[config.mk]
export PLATFORM = sky130hd
export DESIGN_NAME = base64_stream_decoder
export DESIGN_NICKNAME = d
export VERILOG_FILES = /design/src/rtl/b64d_pkg.sv /design/src/rtl/b64d_front.sv /design/src/rtl/b64d_queue.sv /design/src/rtl/b64d_back.sv /design/src/rtl/base64_stream_decoder.sv
export SDC_FILE = /design/constraint.sdc
export NUM_CORES = 1
export LEC_CHECK = 0
export BUFFER_PORTS_ARGS = -buffer_cell sky130_fd_sc_hd__buf_2
export CORE_MARGIN = 2
export CORE_UTILIZATION = 60
export DETAILED_ROUTE_END_ITERATION = 16
export PLACE_DENSITY = 0.76
export SLEW_MARGIN = 20
export SYNTH_ARGS = -nofsm -noshare
export SYNTH_HDL_FRONTEND = slang
export SYNTH_HIERARCHICAL = 1
export SYNTH_SLANG_ARGS = --single-unit
[constraint.sdc]
create_clock -name clk -period 6.2 [get_ports clk]
set_input_delay 0.31 -clock clk [delete_from_list [all_inputs] [get_ports clk]]
set_output_delay 0.31 -clock clk [all_outputs]
set_load 0.02 [all_outputs]
[src/rtl/b64d_pkg.sv]
// Shared types, constants and the character map of the base64 stream decoder.
package b64d_pkg;

	// Default depth of the queue between the front and back parts.
	localparam int QUEUE_DEPTH_DEF = 4;

	// Character codes with a meaning of their own.
	localparam logic [7:0] CHAR_PAD   = 8'h3D;  // '='
	localparam logic [7:0] CHAR_PLUS  = 8'h2B;  // '+'
	localparam logic [7:0] CHAR_SLASH = 8'h2F;  // '/'
	localparam logic [7:0] CHAR_UPPER_A = 8'h41;
	localparam logic [7:0] CHAR_UPPER_Z = 8'h5A;
	localparam logic [7:0] CHAR_LOWER_A = 8'h61;
	localparam logic [7:0] CHAR_LOWER_Z = 8'h7A;
	localparam logic [7:0] CHAR_DIGIT_0 = 8'h30;
	localparam logic [7:0] CHAR_DIGIT_9 = 8'h39;

	// Sextet values with a meaning of their own.
	localparam logic [5:0] SEXTET_PLUS  = 6'd62;
	localparam logic [5:0] SEXTET_SLASH = 6'd63;
	localparam logic [5:0] SEXTET_BAD   = 6'd63;
	localparam logic [7:0] LOWER_OFFSET = 8'd26;
	localparam logic [7:0] DIGIT_OFFSET = 8'd52;

	// One queue entry: the bytes of a finished group, packed from slot zero up,
	// followed by the terminating result when the string ends.
	typedef struct packed {
		logic [2:0][7:0] bytes;
		logic [1:0]      nbytes;
		logic            eot;
	} b64d_entry_t;

	// Queue status seen by the front and back parts.
	typedef struct packed {
		logic full;
		logic empty;
	} b64d_qstat_t;

	// Maps a character to {invalid, value}; an invalid character reads as 63.
	function automatic logic [6:0] sextet_of(input logic [7:0] ch);
		logic [7:0] v;
		v = 8'd0;
		if (ch >= CHAR_UPPER_A && ch <= CHAR_UPPER_Z) begin
			v = ch - CHAR_UPPER_A;
			return {1'b0, v[5:0]};
		end else if (ch >= CHAR_LOWER_A && ch <= CHAR_LOWER_Z) begin
			v = ch - CHAR_LOWER_A + LOWER_OFFSET;
			return {1'b0, v[5:0]};
		end else if (ch >= CHAR_DIGIT_0 && ch <= CHAR_DIGIT_9) begin
			v = ch - CHAR_DIGIT_0 + DIGIT_OFFSET;
			return {1'b0, v[5:0]};
		end else if (ch == CHAR_PLUS) begin
			return {1'b0, SEXTET_PLUS};
		end else if (ch == CHAR_SLASH) begin
			return {1'b0, SEXTET_SLASH};
		end else if (ch == CHAR_PAD) begin
			return 7'd0;
		end
		return {1'b1, SEXTET_BAD};
	endfunction

endpackage

[src/rtl/b64d_front.sv]
// Front part: accepts characters, tracks the group and queues the results it causes.
module b64d_front import b64d_pkg::*; (
	input  logic        clk,
	input  logic        arst_n,
	input  logic        in_valid,
	output logic        in_ready,
	input  logic [7:0]  char_code,
	input  logic        has_char,
	input  logic        end_of_string,
	input  b64d_qstat_t qstat,
	output logic        push,
	output b64d_entry_t push_entry
);

	logic [1:0] pos_q;
	logic [5:0] s1_q, s2_q, s3_q;
	logic       sup3_q;
	logic       stopped_q;
	logic       head_bad_q;

	logic       accept;
	logic [6:0] lookup;
	logic       bad;
	logic       is_pad;
	logic       take_char;
	logic       group_emit;
	logic       keep_second;
	logic       keep_third;
	logic [7:0] byte0, byte1, byte2;

	assign in_ready = !qstat.full;
	assign accept   = in_valid && in_ready;

	// Character classification.
	assign lookup    = sextet_of(char_code);
	assign bad       = lookup[6];
	assign is_pad    = (char_code == CHAR_PAD);
	assign take_char = accept && has_char && !stopped_q;

	// A fourth character with a clean head completes a group that emits bytes.
	assign group_emit  = take_char && (pos_q == 2'd3) && !head_bad_q;
	assign keep_second = !sup3_q;
	assign keep_third  = !(bad || is_pad);

	assign byte0 = {s1_q, s2_q[5:4]};
	assign byte1 = {s2_q[3:0], s3_q[5:2]};
	assign byte2 = {s3_q[1:0], lookup[5:0]};

	// Queue entry with the present bytes packed from slot zero.
	always_comb begin
		push_entry.bytes[0] = byte0;
		push_entry.bytes[1] = keep_second ? byte1 : byte2;
		push_entry.bytes[2] = byte2;
		push_entry.nbytes   = group_emit
			? (2'd1 + {1'b0, keep_second} + {1'b0, keep_third}) : 2'd0;
		push_entry.eot      = end_of_string;
	end

	assign push = accept && (group_emit || end_of_string);

	// Group state; the string end returns everything to reset.
	always_ff @(posedge clk or negedge arst_n) begin
		if (!arst_n) begin
			pos_q      <= 2'd0;
			s1_q       <= 6'd0;
			s2_q       <= 6'd0;
			s3_q       <= 6'd0;
			sup3_q     <= 1'b0;
			stopped_q  <= 1'b0;
			head_bad_q <= 1'b0;
		end else if (accept && end_of_string) begin
			pos_q      <= 2'd0;
			s1_q       <= 6'd0;
			s2_q       <= 6'd0;
			s3_q       <= 6'd0;
			sup3_q     <= 1'b0;
			stopped_q  <= 1'b0;
			head_bad_q <= 1'b0;
		end else if (take_char) begin
			pos_q <= pos_q + 2'd1;
			unique case (pos_q)
				2'd0: begin
					s1_q       <= lookup[5:0];
					head_bad_q <= bad;
				end
				2'd1: begin
					s2_q       <= lookup[5:0];
					head_bad_q <= head_bad_q || bad;
				end
				2'd2: begin
					s3_q   <= lookup[5:0];
					sup3_q <= bad || is_pad;
				end
				default: begin
					if (head_bad_q) begin
						stopped_q <= 1'b1;
					end
				end
			endcase
		end
	end

endmodule

[src/rtl/b64d_queue.sv]
// Short queue of result entries between the front and back parts.
module b64d_queue import b64d_pkg::*; #(
	parameter int DEPTH = QUEUE_DEPTH_DEF
) (
	input  logic        clk,
	input  logic        arst_n,
	input  logic        wr,
	input  b64d_entry_t wdata,
	input  logic        rd,
	output b64d_entry_t rdata,
	output b64d_qstat_t qstat
);

	localparam int PTR_W = (DEPTH > 1) ? $clog2(DEPTH) : 1;
	localparam int CNT_W = $clog2(DEPTH + 1);
	localparam logic [PTR_W-1:0] PTR_LAST = PTR_W'(DEPTH - 1);
	localparam logic [CNT_W-1:0] CNT_FULL = CNT_W'(DEPTH);

	b64d_entry_t      mem_q [DEPTH];
	logic [PTR_W-1:0] wr_ptr_q, rd_ptr_q;
	logic [CNT_W-1:0] count_q;
	logic             do_wr, do_rd;

	assign qstat.full  = (count_q == CNT_FULL);
	assign qstat.empty = (count_q == '0);
	assign do_wr = wr && !qstat.full;
	assign do_rd = rd && !qstat.empty;
	assign rdata = mem_q[rd_ptr_q];

	// Entry storage.
	always_ff @(posedge clk) begin
		if (do_wr) begin
			mem_q[wr_ptr_q] <= wdata;
		end
	end

	// Pointers and fill count.
	always_ff @(posedge clk or negedge arst_n) begin
		if (!arst_n) begin
			wr_ptr_q <= '0;
			rd_ptr_q <= '0;
			count_q  <= '0;
		end else begin
			if (do_wr) begin
				wr_ptr_q <= (wr_ptr_q == PTR_LAST) ? '0 : wr_ptr_q + 1'b1;
			end
			if (do_rd) begin
				rd_ptr_q <= (rd_ptr_q == PTR_LAST) ? '0 : rd_ptr_q + 1'b1;
			end
			if (do_wr && !do_rd) begin
				count_q <= count_q + 1'b1;
			end else if (do_rd && !do_wr) begin
				count_q <= count_q - 1'b1;
			end
		end
	end

endmodule

[src/rtl/b64d_back.sv]
// Back part: unpacks queue entries into single results behind an output register.
module b64d_back import b64d_pkg::*; (
	input  logic        clk,
	input  logic        arst_n,
	input  b64d_qstat_t qstat,
	input  b64d_entry_t head,
	output logic        pop,
	output logic        out_valid,
	input  logic        out_ready,
	output logic [7:0]  data_byte,
	output logic        end_of_text,
	output logic        last_of_run
);

	logic [1:0] idx_q;
	logic       valid_q;
	logic [7:0] byte_q;
	logic       eot_q;
	logic       last_q;

	logic       load;
	logic [2:0] total;
	logic       cur_last;
	logic       cur_eot;
	logic [7:0] cur_byte;

	// Pick the result at the current slot of the head entry.
	assign total    = {1'b0, head.nbytes} + {2'b0, head.eot};
	assign cur_last = ({1'b0, idx_q} + 3'd1 == total);
	assign cur_eot  = (idx_q == head.nbytes);
	assign cur_byte = (cur_eot || idx_q == 2'd3) ? 8'd0 : head.bytes[idx_q];

	assign load = !qstat.empty && (!valid_q || out_ready);
	assign pop  = load && cur_last;

	// Slot counter and output valid.
	always_ff @(posedge clk or negedge arst_n) begin
		if (!arst_n) begin
			idx_q   <= 2'd0;
			valid_q <= 1'b0;
		end else if (load) begin
			valid_q <= 1'b1;
			idx_q   <= cur_last ? 2'd0 : idx_q + 2'd1;
		end else if (out_ready) begin
			valid_q <= 1'b0;
		end
	end

	// Output payload.
	always_ff @(posedge clk) begin
		if (load) begin
			byte_q <= cur_byte;
			eot_q  <= cur_eot;
			last_q <= cur_last;
		end
	end

	assign out_valid   = valid_q;
	assign data_byte   = byte_q;
	assign end_of_text = eot_q;
	assign last_of_run = last_q;

endmodule

[src/rtl/base64_stream_decoder.sv]
// Top level of the base64 stream decoder: front part, result queue and back part.
//
// Channel  Dir  Signals                      Contents
// s_*      in   tvalid tready tdata tuser    char_code, has_char, end_of_string
//               tlast
// m_*      out  tvalid tready tdata tuser    data_byte, end_of_text, last_of_run
//               tlast
//
// One character is accepted every cycle while the queue has room; the front part
// does a group's work in the cycle of its fourth character.
// The back part sends one result per cycle from the queue while m_tready is high;
// a group gives up to three results and a string end with a group up to four.
// An item's first result is registered in the queue, then in the output register.
// Reset is asynchronous and clears the group state, queue and output valid.
// Output stalls fill the queue (QUEUE_DEPTH entries) before s_tready falls.
module base64_stream_decoder import b64d_pkg::*; #(
	parameter int QUEUE_DEPTH = QUEUE_DEPTH_DEF
) (
	input  logic       clk,
	input  logic       arst_n,
	input  logic       s_tvalid,
	output logic       s_tready,
	input  logic [7:0] s_tdata,   // [7:0] char_code
	input  logic       s_tuser,   // [0] has_char
	input  logic       s_tlast,   // end_of_string
	output logic       m_tvalid,
	input  logic       m_tready,
	output logic [7:0] m_tdata,   // [7:0] data_byte
	output logic       m_tuser,   // [0] end_of_text
	output logic       m_tlast    // last_of_run
);

	b64d_qstat_t qstat;
	b64d_entry_t push_entry;
	b64d_entry_t head;
	logic        push;
	logic        pop;

	b64d_front u_front (
		.clk           (clk),
		.arst_n        (arst_n),
		.in_valid      (s_tvalid),
		.in_ready      (s_tready),
		.char_code     (s_tdata),
		.has_char      (s_tuser),
		.end_of_string (s_tlast),
		.qstat         (qstat),
		.push          (push),
		.push_entry    (push_entry)
	);

	b64d_queue #(
		.DEPTH (QUEUE_DEPTH)
	) u_queue (
		.clk    (clk),
		.arst_n (arst_n),
		.wr     (push),
		.wdata  (push_entry),
		.rd     (pop),
		.rdata  (head),
		.qstat  (qstat)
	);

	b64d_back u_back (
		.clk         (clk),
		.arst_n      (arst_n),
		.qstat       (qstat),
		.head        (head),
		.pop         (pop),
		.out_valid   (m_tvalid),
		.out_ready   (m_tready),
		.data_byte   (m_tdata),
		.end_of_text (m_tuser),
		.last_of_run (m_tlast)
	);

`ifndef SYNTHESIS
	// The terminating result is always the last of its run.
	a_eot_last: assert property (@(posedge clk) disable iff (!arst_n)
		m_tvalid && m_tuser |-> m_tlast)
		else $error("terminating result not marked last");

	// The terminating result carries a zero byte.
	a_eot_zero: assert property (@(posedge clk) disable iff (!arst_n)
		m_tvalid && m_tuser |-> m_tdata == 8'd0)
		else $error("terminating result carries data");

	// A new result only appears when the queue held an entry.
	a_load_from_queue: assert property (@(posedge clk) disable iff (!arst_n)
		$rose(m_tvalid) |-> $past(!qstat.empty))
		else $error("result produced from an empty queue");

	// The front never pushes into a full queue.
	a_no_overflow: assert property (@(posedge clk) disable iff (!arst_n)
		push |-> !qstat.full)
		else $error("push into a full queue");
`endif

endmodule
==> run metrics <==
Initial Utilization=61.3%; Gate power share=28.8%; Ports=26; Placed Cells=613; MaxCap Viol Count=0; depth of the most critical reg-to-reg path=11; TritonCTS buffer count=17; Synth Net Count=502; Final Critical Period=3990 ps; layout cells sized above 1=22.7%; cts repair resizes=0; # H-tree levels=4; Multi-input gate area=2390 um2; unrepaired setup endpoints after global routing=no; via density per instance=6.16; Area Growth Syn to Fin=11.9%; most frequent cells in the layout=edfxtp_1 (118), nand2_1 (37), dfrtp_1 (32), mux4_2 (27), buf_2 (25); Sequential Power Share=43.2%; mux share of post-synthesis cell area=11.7%; TritonRoute pass-1 iters=5; Die Y=112 um; main combinational cell family by area after synthesis=multiplexers; adder-cell share of the synthesized area=4.41%; Clock Skew=11.2 ps; Antenna Cells=0; Synth Register Bits=151; clock share of power=28.0%; filler instances=760; Synth Instances=464; core area=11400 um2; clock root buffer=clkbuf_16; Final Hold Fails=0; Final Cycle Share=64.3%; max-slew violations=0; postcts setup bufs=0; hold-fix buffers at CTS=1; Switch Pwr=1180 uW; routed len/inst=21.4 um; global route overflow=0; status=complete, no violations; CP startpoint=u_queue/rd_ptr_q[0]$_DFFE_PN0P_; critical-path cell list=mux4_2 > ha_1 > ha_1 > xor2_1 > nor3_2 > and2_1 > o31ai_2 > ha_1 > inv_1 > fa_1 > mux2_2; CP max stage delay=1010 ps; r2r startpoint=u_queue/rd_ptr_q[0]$_DFFE_PN0P_; commonest non-fill, non-tap cell in the layout=edfxtp_1; vias in the first global route=4155; warnings from Yosys=6; Reg-to-Reg End=u_queue/count_q[1]$_DFFE_PN0P_; worst vdd rail ir drop=0.000326 V; first-pass GRT wire length=22.0 mm; hold path startpoint=s_tlast; IO Port Bufs=25; Synth Area per Inst=15.0 um2; Clk Latency, worst-skew pair=430 ps; Final #Nets=528; Mapped Area=6970 um2; Setup crit end kind=register; Die Span X=112 um; row cnt=39; worst hold path stage count=1; r2r setup slk=2210 ps; remaining antenna violation count after routing=0; Power per Cell Area=483 nW/um2; Rel. slew slack=28.1%; Worst path slowest cell=dfrtp_2; # DRC=0; Int Pwr=2590 uW; clock transition time at the flip-flop clock pins of the worst setup and hold paths=60 ps; HP Class=in -> reg; post-synthesis simple-gate area fraction=8.99%; FMAX=0.251 GHz; Final Setup Violations=0; vias=3981; Compound-Gate Fraction of Synth Area=7.64%; initial antenna violation count=0; critical-path maximum fanout=30; switch share=31.2%; synth unique cells=66; most frequent CP cell=ha_1; Synth Area in XOR/XNOR=1.51%; Routability Congestion=0.850; CP Class=reg -> reg; Total Routing Usage GR=23.5%; Critical Path AT=4290 ps; Worst-Margin Slew=1070 ps; TritonCTS clock tree=built; P_leak=0.00287 uW; ys async rst share=21.9%; EDFF count, synth=118; pin count of the biggest net entering global routing=34; initial drt markers=261; DRT Wirelength=13.8 mm; sequential share of the synthesized area=62.7%; Die Footprint=12500 um2; clock buffer depth=2; post-route setup TNS=0 ps; crit start category=register; total power=3770 uW; hold worst-path end=u_queue/mem_q[3][0]$_DFFE_PP_; data required time of the worst path=6500 ps; non-filler cells in the finished layout=646; placed wire-length estimate=8.52 mm; Storage cell area=4370 um2; clock sink count=151; top_reg_cell synth=edfxtp_1
## routing by layer
layer / track usage, % / wire length [um] / vias up
met5: 0 / 0 / -
met4: 8.23 / 202 / 0
met3: 6.75 / 746 / 17
met2: 39.6 / 7200 / 139
met1: 29.5 / 5680 / 2012
li1: - / - / 1813
## Yosys cell counts (3+ instances only)
master | instances | area (um2)
nand4_1 | 4 | 25.0
a21boi_1 | 8 | 60.1
o21ai_0 | 16 | 80.1
buf_6 | 3 | 33.8
nand2b_1 | 5 | 31.3
inv_1 | 19 | 71.3
a21o_1 | 3 | 22.5
xor2_1 | 7 | 61.3
nand3b_1 | 5 | 37.5
xnor2_1 | 5 | 43.8
and2_1 | 9 | 56.3
nand2_1 | 37 | 139
buf_2 | 5 | 25.0
nor3_1 | 5 | 25.0
a21oi_1 | 14 | 70.1
edfxtp_1 | 118 | 3540
nor2_1 | 20 | 75.1
buf_4 | 7 | 52.6
dfrtp_1 | 33 | 826
ha_1 | 23 | 288
mux2i_1 | 3 | 30.0
mux4_2 | 27 | 608
nand3_1 | 8 | 40.0
clkbuf_1 | 6 | 22.5
mux2_2 | 12 | 135
a31oi_1 | 5 | 31.3
o22ai_1 | 6 | 37.5
nor2b_1 | 4 | 25.0
## worst max-delay path, delay by kind of cell (launching register included)
family	cells	cell delay (ps)
XOR/XNOR	1	180
flip-flops	1	1010
buffers and inverters	1	80
multiplexers	2	920
adder cells (fa/ha/maj)	4	1160
AO/OA/AOI/OAI	1	130
AND/OR/NAND/NOR	2	380
## power groups by stage
stage	registers (uW)	logic [uW]	clock network (uW)
6_report	1630	1090	1060
3_3_place_gp	1620	1020	0
4_1_cts	1630	1090	1070
5_1_grt	1660	1180	1110
2_1_floorplan	1570	865	0
3_5_place_dp	1640	1060	0
## cell type report
cell class	count	area share [%]
flip-flops and latches	151	56.0
well taps	143	2.29
repair buffers	30	2.12
clock buffers	28	7.33
multi-input cells	270	30.7
clock inverters	4	0.625
inverters	20	0.962
## worst max-delay path by stage
stage                                           to  slack, ps  depth (start not counted)
floorplan           u_queue/count_q[2]$_DFFE_PN0P_       3000                         14
global placement    u_queue/count_q[1]$_DFFE_PN0P_       2330                         11
detailed placement  u_queue/count_q[2]$_DFFE_PN0P_       2270                         13
CTS                 u_queue/count_q[1]$_DFFE_PN0P_       2150                         11
global route        u_queue/count_q[2]$_DFFE_PN0P_       1970                         13
finish              u_queue/count_q[1]$_DFFE_PN0P_       2210                         11
## cell families (layout without fill, tap and decap cells)
logic type	Yosys count	in the layout
flip-flops	151	151
XOR/XNOR	12	12
AND/OR/NAND/NOR	113	113
buffers and inverters	43	82
multiplexers	45	45
AO/OA/AOI/OAI	76	76
adder cells (fa/ha/maj)	24	24
## state kept, by name (all words and copies together) (netlist names)
signal and cells:
u_queue/mem_q 108, u_back/data_byte 8, u_front/s1_q 6, u_front/s2_q 6, u_front/s3_q 6, u_queue/count_q 3
u_back/idx_q 2, u_front/pos_q 2, u_queue/rd_ptr_q 2, u_queue/wr_ptr_q 2, u_back/end_of_text 1, u_back/last_of_run 1
u_back/out_valid 1, u_front/head_bad_q 1, u_front/stopped_q 1, u_front/sup3_q 1
## per-stage QoR
| step | setup slack (ps) | hold slack [ps] | cell area, um2 | utilization (%) |
|---|---|---|---|---|
| floorplan | 3000 | 14.4 | 6970 | - |
| global route | 1970 | 171 | 7800 | 68.6 |
| detailed placement | 2270 | 436 | 7170 | 63.1 |
| CTS | 2150 | 163 | 7800 | 68.6 |
| global placement | 2330 | 419 | 7170 | 63.1 |
| finish | 2210 | 175 | 7800 | 68.6 |
Power figures use the tool's default switching activity.
